### src/hw/rtl/lqc_pkg.sv
// Shared types and constants for the link quality classifier.
package lqc_pkg;

  // Field widths fixed by the interface.
  localparam int unsigned LevelW   = 7;
  localparam int unsigned HoldW    = 16;
  localparam int unsigned TimeW    = 32;
  localparam int unsigned CfgIdxW  = 3;
  localparam int unsigned CfgDataW = 16;

  // Register indexes on the configuration port.
  localparam logic [CfgIdxW-1:0] CFG_CHANGE_DELTA = 3'd0;
  localparam logic [CfgIdxW-1:0] CFG_HIGH_LEVEL   = 3'd1;
  localparam logic [CfgIdxW-1:0] CFG_LOW_LEVEL    = 3'd2;
  localparam logic [CfgIdxW-1:0] CFG_LOST_HOLD    = 3'd3;
  localparam logic [CfgIdxW-1:0] CFG_GOOD_HOLD    = 3'd4;

  // Register values after reset.
  localparam logic [LevelW-1:0] RST_CHANGE_DELTA = 7'd10;
  localparam logic [LevelW-1:0] RST_HIGH_LEVEL   = 7'd90;
  localparam logic [LevelW-1:0] RST_LOW_LEVEL    = 7'd10;
  localparam logic [HoldW-1:0]  RST_LOST_HOLD    = 16'd3000;
  localparam logic [HoldW-1:0]  RST_GOOD_HOLD    = 16'd5000;

  // Link classification, same encoding on the result ports.
  typedef enum logic [1:0] {
    LS_DISCONNECTED = 2'd0,
    LS_UNSTABLE     = 2'd1,
    LS_CONNECTED    = 2'd2
  } link_state_t;

  // Current configuration as seen by the classifier.
  typedef struct packed {
    logic [LevelW-1:0] change_delta;
    logic [LevelW-1:0] high_level;
    logic [LevelW-1:0] low_level;
    logic [HoldW-1:0]  lost_hold_ms;
    logic [HoldW-1:0]  good_hold_ms;
  } cfg_t;

  // One result beat.
  typedef struct packed {
    link_state_t link_state;
    logic        event_valid;
    link_state_t event_state;
  } res_t;

endpackage

### src/hw/rtl/lqc_cfg.sv
// Configuration register file of the link quality classifier.
module lqc_cfg (
  input  logic                         clk,
  input  logic                         rst,
  input  logic                         cfg_we,
  input  logic [lqc_pkg::CfgIdxW-1:0]  cfg_index,
  input  logic [lqc_pkg::CfgDataW-1:0] cfg_data,
  output lqc_pkg::cfg_t                cfg
);
  import lqc_pkg::*;

  // Writes to an index beyond the register list are dropped.
  always_ff @(posedge clk) begin
    if (rst) begin
      cfg.change_delta <= RST_CHANGE_DELTA;
      cfg.high_level   <= RST_HIGH_LEVEL;
      cfg.low_level    <= RST_LOW_LEVEL;
      cfg.lost_hold_ms <= RST_LOST_HOLD;
      cfg.good_hold_ms <= RST_GOOD_HOLD;
    end else if (cfg_we) begin
      unique case (cfg_index)
        CFG_CHANGE_DELTA: cfg.change_delta <= cfg_data[LevelW-1:0];
        CFG_HIGH_LEVEL:   cfg.high_level   <= cfg_data[LevelW-1:0];
        CFG_LOW_LEVEL:    cfg.low_level    <= cfg_data[LevelW-1:0];
        CFG_LOST_HOLD:    cfg.lost_hold_ms <= cfg_data[HoldW-1:0];
        CFG_GOOD_HOLD:    cfg.good_hold_ms <= cfg_data[HoldW-1:0];
        default: ;
      endcase
    end
  end

endmodule

### src/hw/rtl/lqc_core.sv
// Classifier state and the per-sample update logic.
module lqc_core (
  input  logic                       clk,
  input  logic                       rst,
  input  logic                       fire,
  input  logic [lqc_pkg::LevelW-1:0] strength,
  input  logic [lqc_pkg::TimeW-1:0]  now_ms,
  input  logic                       player_busy,
  input  lqc_pkg::cfg_t              cfg,
  output lqc_pkg::res_t              res
);
  import lqc_pkg::*;

  logic [LevelW-1:0] recorded_strength, recorded_strength_next;
  logic [TimeW-1:0]  unstable_stamp, unstable_stamp_next;
  link_state_t       current_state, current_state_next;
  link_state_t       announced_state, announced_state_next;

  logic [LevelW-1:0] diff;
  logic              went_unstable;
  logic [TimeW-1:0]  elapsed;
  logic              lost_hit;
  logic              good_hit;
  logic              announce;

  // Instability test against the last recorded strength.
  always_comb begin
    diff = (strength >= recorded_strength) ? (strength - recorded_strength)
                                           : (recorded_strength - strength);
    went_unstable = (diff > cfg.change_delta) && (strength < cfg.high_level);
    recorded_strength_next = went_unstable ? strength : recorded_strength;
    unstable_stamp_next    = went_unstable ? now_ms : unstable_stamp;
  end

  // Hold timers run from the stamp with wrapping subtraction.
  always_comb begin
    elapsed  = now_ms - unstable_stamp_next;
    lost_hit = (strength < cfg.low_level) &&
               (elapsed > {{(TimeW-HoldW){1'b0}}, cfg.lost_hold_ms});
    good_hit = (strength > cfg.high_level) &&
               (elapsed > {{(TimeW-HoldW){1'b0}}, cfg.good_hold_ms});
  end

  // New classification; the disconnect test takes precedence.
  always_comb begin
    current_state_next = current_state;
    if (went_unstable) begin
      current_state_next = LS_UNSTABLE;
    end
    priority if (lost_hit) begin
      current_state_next = LS_DISCONNECTED;
    end else if (good_hit) begin
      current_state_next = LS_CONNECTED;
    end else begin
      current_state_next = current_state_next;
    end
  end

  // Announce a change only while the player is quiet.
  always_comb begin
    announce             = !player_busy && (current_state_next != announced_state);
    announced_state_next = announce ? current_state_next : announced_state;
    res.link_state       = current_state_next;
    res.event_valid      = announce;
    res.event_state      = announce ? current_state_next : LS_DISCONNECTED;
  end

  // State advances once per sample taken into the result register.
  always_ff @(posedge clk) begin
    if (rst) begin
      recorded_strength <= '0;
      unstable_stamp    <= '0;
      current_state     <= LS_DISCONNECTED;
      announced_state   <= LS_DISCONNECTED;
    end else if (fire) begin
      recorded_strength <= recorded_strength_next;
      unstable_stamp    <= unstable_stamp_next;
      current_state     <= current_state_next;
      announced_state   <= announced_state_next;
    end
  end

  // An event always carries the state just computed.
  a_event_matches_state: assert property (@(posedge clk) disable iff (rst)
    res.event_valid |-> (res.event_state == res.link_state))
    else $error("event state differs from link state");

  // After an announcement the announced and current states agree.
  a_announce_tracks: assert property (@(posedge clk) disable iff (rst)
    (fire && res.event_valid) |=> (announced_state == current_state))
    else $error("announced state not updated");

  // A busy player leaves the announced state untouched.
  a_busy_holds: assert property (@(posedge clk) disable iff (rst)
    (fire && player_busy) |=> $stable(announced_state))
    else $error("announced state changed while busy");

  // A detected instability records the sample's strength and time.
  a_unstable_records: assert property (@(posedge clk) disable iff (rst)
    (fire && went_unstable) |=>
      (recorded_strength == $past(strength)) && (unstable_stamp == $past(now_ms)))
    else $error("instability not recorded");

endmodule

### src/hw/rtl/link_quality_classifier.sv
// Top level of the link quality classifier: input register, classifier, result register.
// The block takes one sample per clock cycle while the result port is not stalled and
// returns one result beat for each sample; a sample passes through the input register
// and then the result register. The rate is set by the classifier state update, which is
// done as a sample moves from the input register to the result register, so consecutive
// samples see each other's state without a gap. A full result register that is stalled
// holds the sample behind it; the input register then stalls the sender. Configuration
// writes take effect in the next cycle.
module link_quality_classifier (
  input  logic                         clk,
  input  logic                         rst,
  input  logic                         in_valid,
  output logic                         in_stall,
  input  logic [lqc_pkg::LevelW-1:0]   strength,
  input  logic [lqc_pkg::TimeW-1:0]    now_ms,
  input  logic                         player_busy,
  output logic                         out_valid,
  input  logic                         out_stall,
  output logic [1:0]                   link_state,
  output logic                         event_valid,
  output logic [1:0]                   event_state,
  input  logic                         cfg_we,
  input  logic [lqc_pkg::CfgIdxW-1:0]  cfg_index,
  input  logic [lqc_pkg::CfgDataW-1:0] cfg_data
);
  import lqc_pkg::*;

  cfg_t              cfg;
  res_t              step_res;
  res_t              out_res;
  logic              in_reg_valid;
  logic [LevelW-1:0] in_reg_strength;
  logic [TimeW-1:0]  in_reg_now_ms;
  logic              in_reg_busy;
  logic              advance;
  logic              in_take;

  lqc_cfg u_cfg (
    .clk       (clk),
    .rst       (rst),
    .cfg_we    (cfg_we),
    .cfg_index (cfg_index),
    .cfg_data  (cfg_data),
    .cfg       (cfg)
  );

  // Handshake: the sample moves on whenever the result register can take it.
  always_comb begin
    advance  = in_reg_valid && (!out_valid || !out_stall);
    in_stall = in_reg_valid && !advance;
    in_take  = in_valid && !in_stall;
  end

  // Input register.
  always_ff @(posedge clk) begin
    if (rst) begin
      in_reg_valid <= 1'b0;
    end else if (in_take) begin
      in_reg_valid <= 1'b1;
    end else if (advance) begin
      in_reg_valid <= 1'b0;
    end
  end

  always_ff @(posedge clk) begin
    if (in_take) begin
      in_reg_strength <= strength;
      in_reg_now_ms   <= now_ms;
      in_reg_busy     <= player_busy;
    end
  end

  lqc_core u_core (
    .clk         (clk),
    .rst         (rst),
    .fire        (advance),
    .strength    (in_reg_strength),
    .now_ms      (in_reg_now_ms),
    .player_busy (in_reg_busy),
    .cfg         (cfg),
    .res         (step_res)
  );

  // Result register.
  always_ff @(posedge clk) begin
    if (rst) begin
      out_valid <= 1'b0;
    end else if (advance) begin
      out_valid <= 1'b1;
    end else if (!out_stall) begin
      out_valid <= 1'b0;
    end
  end

  always_ff @(posedge clk) begin
    if (advance) begin
      out_res <= step_res;
    end
  end

  assign link_state  = out_res.link_state;
  assign event_valid = out_res.event_valid;
  assign event_state = out_res.event_state;

endmodule
### config.mk
export PLATFORM = sky130hd
export DESIGN_NAME = link_quality_classifier
export DESIGN_NICKNAME = d
export VERILOG_FILES = /design/src/hw/rtl/lqc_pkg.sv /design/src/hw/rtl/lqc_cfg.sv /design/src/hw/rtl/lqc_core.sv /design/src/hw/rtl/link_quality_classifier.sv
export SDC_FILE = /design/constraint.sdc
export NUM_CORES = 1
export LEC_CHECK = 0
export BUFFER_PORTS_ARGS = -buffer_cell sky130_fd_sc_hd__buf_2
export CAP_MARGIN = 30
export CORE_UTILIZATION = 40
export CTS_BUF_LIST = sky130_fd_sc_hd__clkbuf_16
export DETAILED_ROUTE_END_ITERATION = 10
export SKIP_LAST_GASP = 1
export SYNTH_ARGS = -nofsm -noshare
export SYNTH_HDL_FRONTEND = slang
export SYNTH_SLANG_ARGS = --single-unit
export TNS_END_PERCENT = 10
### constraint.sdc
create_clock -name clk -period 12.5 [get_ports clk]
set_input_delay 0.625 -clock clk [delete_from_list [all_inputs] [get_ports clk]]
set_output_delay 0.625 -clock clk [all_outputs]
set_load 0.1 [all_outputs]
==> flow_metrics.env, run 1 <==
export IMPL_synthTopCellsByArea="sky130_fd_sc_hd__dfxtp_1 (21%), sky130_fd_sc_hd__edfxtp_1 (15%), sky130_fd_sc_hd__ha_1 (13%)"
export IMPL_global_route_wire_length_before_repair_mm=37.5
export IMPL_r2r_start="in_reg_strength[0]"
export IMPL_slew_headroom=0.376
export IMPL_worstSetupEndpointType="register"
export IMPL_critPathMostFrequentCell="sky130_fd_sc_hd__a21oi_1"
export IMPL_fraction_of_final_layout_cells_sized_beyond_drive_strength_1=0.113
export IMPL_yosysWarningCount=0
export IMPL_min_delay_path_depth=1
export IMPL_top_layer_used="met4"
export IMPL_layout_filler_cells=2188
export IMPL_synth_enable_flop_cells=45
export IMPL_yosysSeqAreaShare=0.359
export IMPL_post_route_min_period_ns=9.74
export IMPL_yosysMostFrequentCell="sky130_fd_sc_hd__nand2_1"
export IMPL_crit_path_max_fanout=21
export IMPL_antenna_found_initial=0
export IMPL_cts_resized=0
export IMPL_holdBufCountCts=0
export IMPL_grt_usage=0.201
export IMPL_y_dimension_of_the_die_um=154
export IMPL_placementRows=55
export IMPL_layout_area_growth_over_synthesis_pct=13.5
export IMPL_num_ports=71
export IMPL_synth_largest_area_cell="sky130_fd_sc_hd__dfxtp_1"
export IMPL_outcome="finished, final reports clean"
export IMPL_ys_dominant_reg_cell="sky130_fd_sc_hd__dfxtp_1"
export IMPL_nNetsFinal=1303
export IMPL_tightestPinTransition_ns=0.936
export IMPL_power_density_nw_per_um2=186
export IMPL_synthesis_instances=1094
export IMPL_hold_viol_final=0
export IMPL_timing_hold_worst_class="input port to register"
export IMPL_fp_dieW_um=154
export IMPL_diodes=0
export IMPL_mappedNetlistArea_um2=9240
export IMPL_hold_path_end="in_reg_now_ms[8]"
export IMPL_ff2ff_setup_slack_ns=2.76
export IMPL_cts_htree_levels=4
export IMPL_worst_path_largest_cell_delay_ns=0.76
export IMPL_postRouteWirelength_mm=23.0
export IMPL_post_synth_cell_area_avg_um2=8.44
export IMPL_place_port_buffers=70
export IMPL_ff2ff_path_depth=41
export IMPL_drt_met1_wl_mm=12.2
export IMPL_peak_supply_drop_mv=0.0888
export IMPL_critPathKind="register to register"
export IMPL_clock_network_latency_to_the_later_pin_of_the_worst_skew_pair_ns=0.43
export IMPL_start_kind="register"
export IMPL_postCtsSetupBuffers=0
export IMPL_clock_skew_final_ns=0.00741
export IMPL_setup_viol_count_final=0
export IMPL_dieArea_um2=23700
export IMPL_root_buffer="sky130_fd_sc_hd__clkbuf_16"
export IMPL_count_of_cell_types_in_the_netlist=73
export IMPL_timing_setup_tns_ns=0
export IMPL_critPathSlowestCell="sky130_fd_sc_hd__a21oi_1"
export IMPL_drc_errors=0
export IMPL_ys_async_sr_fraction=0
export IMPL_clockBufferDepth=2
export IMPL_num_vias=7728
export IMPL_hold_path_startpoint="now_ms[8]"
export IMPL_maxCapViolCount=0
export IMPL_route_detailed_wl_per_inst_um=16.0
export IMPL_tritoncts_num_sinks=143
export IMPL_crit_reg2reg_capture="event_state[1]"
export IMPL_first_pass_iters=5
export IMPL_tritoncts="built"
export IMPL_synth_top_area_frac=0.212
export IMPL_total_grt_overflow=0
export IMPL_floorplan_initialDensity=0.408
export IMPL_synth_seq_cells=143
export IMPL_met2_layer_wire_length_in_the_routed_design_mm=9.69
export IMPL_clk_pin_slew_ns=0.06
export IMPL_dp_final_hpwl_mm=17.2
export IMPL_detailroute_wirelength_met3_um=861
export IMPL_core_area_um2=22600
export IMPL_synth_common_cells="sky130_fd_sc_hd__nand2_1 (196), sky130_fd_sc_hd__a21oi_1 (120), sky130_fd_sc_hd__dfxtp_1 (98)"
export IMPL_via_per_inst=5.37
export IMPL_grt_start_max_net_pins=99
export IMPL_drtAntennaViolNets=0
export IMPL_total_leakage_power_nw=4.40
export IMPL_worstPathRequired_ns=12.73
export IMPL_achievable_frequency_mhz=103
export IMPL_cts_buffers=17
export IMPL_timing_critical_path_from="in_reg_strength[0]"
export IMPL_timing_final_crit_share=0.779
export IMPL_first_iter_violations=472
export IMPL_hold_slack_ns=0.369
export IMPL_slew_viol_final=0
export IMPL_layout_core_utilization=0.463
export IMPL_unrepaired_setup_endpoints_after_global_routing="false"
export IMPL_place_congestion=0.939
export IMPL_number_of_global_route_vias_before_repair=7149
export IMPL_crit_arrival_ns=9.97
export IMPL_syn_num_nets=1255
==> power breakdown <==
group	leakage, nW	switching [mW]	total [mW]	internal [mW]
clock network	0.314	0.216	0.550	0.333
registers	1.23	0.0188	0.525	0.506
logic	2.86	0.528	0.872	0.343
total	4.40	0.764	1.95	1.18
==> flip-flops by register name (all words and copies together) (netlist names), 2 cells and up <==
register                  cells
event_state                   2
in_reg_now_ms                32
in_reg_strength               7
link_state                    2
u_cfg.cfg                    53
u_core.announced_state        2
u_core.current_state          2
u_core.recorded_strength      7
u_core.unstable_stamp        32
==> worst max path at each step <==
| stage | to | slack [ns] | cells past startpoint |
|---|---|---|---|
| after floorplan | event_state[1] | 3.98 | 42 |
| after global placement | event_state[1] | 3.13 | 41 |
| after detailed placement | event_state[1] | 2.81 | 41 |
| after CTS | event_state[1] | 2.76 | 41 |
| after global routing | event_state[1] | 1.71 | 41 |
| final | event_state[1] | 2.76 | 41 |
==> critical path, delay by kind of cell (launching register included) <==
family                   cells  cell delay [ns]
AO/OA/AOI/OAI               24             4.83
AND/OR/NAND/NOR              5             1.24
adder cells (fa/ha/maj)      4             1.17
multiplexers                 2             0.74
buffers and inverters        3             0.66
XOR/XNOR                     3             0.46
flip-flops                   1             0.43
==> final cells by class <==
class                      instances  area [µm²]  area share
clock buffer                      20         500      0.0477
clock inverter                    12         141      0.0135
inverter                          83         312      0.0297
multi-input combinational        822        5460       0.520
sequential                       143        3310       0.316
tap                              285         357      0.0340
timing repair buffer              75         408      0.0389
==> stage by stage <==
stage	total power, mW	cell area, µm²	setup WS (ns)	cells
after floorplan	1.19	9240	3.98	1094
after global placement	1.39	9820	3.13	1407
after detailed placement	1.39	9820	2.81	1407
after CTS	1.95	10500	2.76	1439
after global routing	2.08	10500	1.71	1440
final	1.95	10500	2.76	1440
==> cells by family (layout without fill, tap and decap cells) <==
family / after synthesis / in the layout / share of synthesized area
AND/OR/NAND/NOR: 370 / 370 / 0.182
XOR/XNOR: 30 / 30 / 0.0284
adder cells (fa/ha/maj): 99 / 99 / 0.136
flip-flops: 143 / 143 / 0.359
buffers and inverters: 129 / 190 / 0.0524
AO/OA/AOI/OAI: 285 / 285 / 0.201
multiplexers: 38 / 38 / 0.0416
==> placed cells by master, fill, tap and decap left out, drive strengths merged, types with 4 or more instances in the layout <==
| cell | Yosys | final |
|---|---|---|
| a21boi | 4 | 4 |
| o22ai | 5 | 5 |
| a31o | 4 | 4 |
| mux2i | 35 | 35 |
| buf | 1 | 75 |
| xor2 | 15 | 15 |
| o211ai | 8 | 8 |
| a31oi | 8 | 8 |
| nor2 | 68 | 68 |
| nand3b | 16 | 16 |
| or3 | 5 | 5 |
| inv | 83 | 88 |
| nand2b | 11 | 11 |
| ha | 94 | 94 |
| nor2b | 13 | 13 |
| o21bai | 9 | 9 |
| a211o | 10 | 10 |
| nor3 | 10 | 10 |
| nand2 | 196 | 196 |
| edfxtp | 45 | 45 |
| a21o | 20 | 20 |
| nand4 | 20 | 20 |
| o31ai | 6 | 6 |
| and3 | 7 | 7 |
| a21oi | 121 | 121 |
| o21ai | 36 | 36 |
| dfxtp | 98 | 98 |
| clkinv | 0 | 4 |
| o21a | 16 | 16 |
| xnor2 | 15 | 15 |
| nand3 | 13 | 13 |
| clkbuf | 45 | 20 |
| a211oi | 9 | 9 |
==> metal layers <==
metal,track usage,vias up
li1,-,3945
met1,0.299,3591
met2,0.299,165
met3,0.0355,27
met4,0.0486,0
met5,0,-
Power figures use the tool's default switching activity.
==> run 2, diff against run 1 <==
--- a/config.mk
+++ b/config.mk
@@ -5,6 +5,7 @@
 export SDC_FILE = /design/constraint.sdc
 export NUM_CORES = 1
 export LEC_CHECK = 0
+export ABC_AREA = 1
 export BUFFER_PORTS_ARGS = -buffer_cell sky130_fd_sc_hd__buf_2
 export CAP_MARGIN = 30
 export CORE_UTILIZATION = 40
==> constraint.sdc (replaced) <==
create_clock -name clk -period 9.4 [get_ports clk]
set_input_delay 0.47 -clock clk [delete_from_list [all_inputs] [get_ports clk]]
set_output_delay 0.47 -clock clk [all_outputs]
set_load 0.1 [all_outputs]
==> run 2 against run 1 <==
  * The run now ends with DRC left
  * Maximum frequency up 16%
  * Sequential share of layout area is 0.90 points higher
  * Via count down 2.5%
  * Worst hold slack worse by 0.17 ns
  * Worst setup slack worse by 1.7 ns
  * Sequential cell count unchanged
  * Clock-buffer cell count down 2
  * First-iteration DRC count down 14%
  * Clock power up 24%
==> flow_metrics.env, run 2 <==
export IMPL_grt_start_max_net_pins=78
export IMPL_yosysMostFrequentCell="sky130_fd_sc_hd__nand2_1"
export IMPL_failed_checks="DRC"
export IMPL_total_leakage_power_nw=4.68
export IMPL_power_density_nw_per_um2=373
export IMPL_worstSetupEndpointType="register"
export IMPL_tightestPinTransition_ns=0.987
export IMPL_number_of_global_route_vias_before_repair=7075
export IMPL_seq_power_share=0.190
export IMPL_timing_final_crit_share=0.891
export IMPL_core_area_um2=22000
export IMPL_crit_arrival_ns=8.67
export IMPL_critPathKind="register to register"
export IMPL_hold_path_startpoint="now_ms[29]"
export IMPL_drtAntennaViolNets=0
export IMPL_hold_path_end="in_reg_now_ms[29]"
export IMPL_cp_top_family="simple AND/OR/NAND/NOR gates"
export IMPL_yosysWarningCount=0
export IMPL_global_route_wire_length_before_repair_mm=35.6
export IMPL_final_cell_mix="sky130_fd_sc_hd__nand2_1 (210), sky130_fd_sc_hd__inv_1 (179), sky130_fd_sc_hd__a21oi_1 (130)"
export IMPL_num_vias=7532
export IMPL_synth_enable_flop_cells=45
export IMPL_worst_path_buf_inv=3
export IMPL_hold_viol_final=0
export IMPL_postRouteWirelength_mm=21.6
export IMPL_clock_power_share=0.179
export IMPL_grt_usage=0.194
export IMPL_cts_resized=0
export IMPL_timing_critical_path_from="in_reg_strength[1]"
export IMPL_biggest_regs="u_cfg.cfg (53), in_reg_now_ms (32), u_core.unstable_stamp (32)"
export IMPL_dp_final_hpwl_mm=16.7
export IMPL_unrepaired_setup_endpoints_after_global_routing="false"
export IMPL_route_detailed_wl_per_inst_um=14.1
export IMPL_fp_dieW_um=152
export IMPL_count_of_cell_types_in_the_netlist=48
export IMPL_achievable_frequency_mhz=119
export IMPL_min_delay_path_depth=1
export IMPL_drc_errors=8
export IMPL_share_comb_of_total_power=0.631
export IMPL_layout_filler_cells=2174
export IMPL_fraction_of_final_layout_cells_sized_beyond_drive_strength_1=0.121
export IMPL_synth_largest_area_cell="sky130_fd_sc_hd__dfxtp_1"
export IMPL_syn_num_nets=1330
export IMPL_post_route_min_period_ns=8.38
export IMPL_switching_fraction=0.480
export IMPL_synth_seq_cells=143
export IMPL_layoutNonFillerInstCount=1523
export IMPL_ff2ff_setup_slack_ns=1.02
export IMPL_synthesis_instances=1169
export IMPL_cts_buffers=17
export IMPL_tritoncts_num_sinks=143
export IMPL_ff2ff_path_depth=51
export IMPL_y_dimension_of_the_die_um=152
export IMPL_start_kind="register"
export IMPL_diodes=0
export IMPL_setup_viol_count_final=0
export IMPL_clock_skew_final_ns=0.0118
export IMPL_peak_supply_drop_mv=0.169
export IMPL_critPathMostFrequentCell="sky130_fd_sc_hd__nand2_1"
export IMPL_crit_reg2reg_capture="u_core.announced_state[0]"
export IMPL_place_ws_ns=1.04
export IMPL_mostFrequentLayoutCell="sky130_fd_sc_hd__nand2_1"
export IMPL_yosysSeqAreaShare=0.368
export IMPL_num_ports=71
export IMPL_place_congestion=0.930
export IMPL_place_port_buffers=70
export IMPL_timing_setup_tns_ns=0
export IMPL_ys_dominant_reg_cell="sky130_fd_sc_hd__dfxtp_1"
export IMPL_clk_pin_slew_ns=0.07
export IMPL_post_synth_cell_area_avg_um2=7.71
export IMPL_registers_top_by_ff_count="u_cfg.cfg"
export IMPL_slew_viol_final=0
export IMPL_dp_cells=1491
export IMPL_layout_area_growth_over_synthesis_pct=13.2
export IMPL_synth_common_cells="sky130_fd_sc_hd__nand2_1 (211), sky130_fd_sc_hd__inv_1 (180), sky130_fd_sc_hd__a21oi_1 (130)"
export IMPL_timing_hold_worst_class="input port to register"
export IMPL_postCtsSetupBuffers=0
export IMPL_power_internal_mw=1.98
export IMPL_holdBufCountCts=0
export IMPL_clock_network_latency_to_the_later_pin_of_the_worst_skew_pair_ns=0.44
export IMPL_crit_path_max_fanout=39
export IMPL_maxCapViolCount=0
export IMPL_slew_headroom=0.340
export IMPL_clockBufferDepth=2
export IMPL_synthTopCellsByArea="sky130_fd_sc_hd__dfxtp_1 (22%), sky130_fd_sc_hd__edfxtp_1 (15%), sky130_fd_sc_hd__ha_1 (13%)"
export IMPL_first_pass_iters=7
export IMPL_antenna_found_initial=0
export IMPL_critPathSlowestCell="sky130_fd_sc_hd__nand3_2"
export IMPL_tritoncts="built"
export IMPL_total_grt_overflow=0
export IMPL_first_iter_violations=404
export IMPL_floorplan_initialDensity=0.410
export IMPL_worstPathRequired_ns=9.69
export IMPL_hold_slack_ns=0.204
export IMPL_setup_ws_ns=1.02
export IMPL_synth_top_area_frac=0.218
export IMPL_largest_reg_flops=53
export IMPL_cts_htree_levels=4
export IMPL_ys_async_sr_fraction=0
export IMPL_mappedNetlistArea_um2=9010
export IMPL_dieArea_um2=23100
export IMPL_outcome="complete, but fails checks"
export IMPL_via_per_inst=4.95
export IMPL_r2r_start="in_reg_strength[1]"
export IMPL_worst_path_largest_cell_delay_ns=0.55
export IMPL_switchingPower_mw=1.82
export IMPL_nNetsFinal=1391
export IMPL_root_buffer="sky130_fd_sc_hd__clkbuf_16"
export IMPL_placementRows=54
run 2: cell count changes after synthesis, sizes merged, moves of 10 or more:
cell,delta
a21o,-17
a21oi,+11
inv,+105
a211o,-10
o21ai,+88
o21a,-14
nor2b,-13
clkbuf,-14
nand2b,-11
nand3,+23
nand2,+30
mux2i,-33
run 2: worst max path at each step:
| stage | end | depth (start not counted) |
|---|---|---|
| 4_1_cts | u_core.announced_state[0] | 51 |
| 3_3_place_gp | event_state[0] | 49 |
| 3_5_place_dp | u_core.announced_state[0] | 50 |
| 6_report | u_core.announced_state[0] | 51 |
| 5_1_grt | event_state[0] | 54 |
| 2_1_floorplan | event_state[1] | 53 |
run 2: through the flow:
| stage | power [mW] | instance area (µm²) | util |
|---|---|---|---|
| 3_3_place_gp | 3.11 | 9610 | 0.438 |
| 2_1_floorplan | 2.60 | 9010 | - |
| 3_5_place_dp | 3.12 | 9610 | 0.438 |
| 5_1_grt | 4.21 | 10200 | 0.464 |
| 6_report | 3.80 | 10200 | 0.464 |
| 4_1_cts | 3.82 | 10200 | 0.464 |
run 2: routing by layer:
metal	track usage	up-vias	wire length, µm
met5	0	-	0
met4	0.0661	0	348
met3	0.0354	24	659
met2	0.334	111	10200
met1	0.244	3373	10400
li1	-	4024	-
run 2: kinds of logic after synthesis:
kind of cell | synth area share
compound gates | 0.188
xor+xnor | 0.0224
fa+ha+maj | 0.137
buf+inv | 0.0941
flops | 0.368
mux | 0.00472
simple gates | 0.186
run 2: layout make-up:
class,count,area [µm²],share of cell area
inverter,189,709,0.0696
sequential,143,3310,0.325
clock buffer,18,450,0.0442
timing repair buffer,75,388,0.0380
tap,280,350,0.0344
multi-input combinational,804,4850,0.476
clock inverter,14,135,0.0132
run 2: power by group through the flow:
stage          Sequential [mW]  Combinational [mW]  Clock [mW]
2_1_floorplan            0.745                1.85           0
3_3_place_gp             0.735                2.37           0
3_5_place_dp             0.736                2.39           0
4_1_cts                  0.723                2.40       0.696
5_1_grt                  0.729                2.76       0.719
6_report                 0.723                2.40       0.682
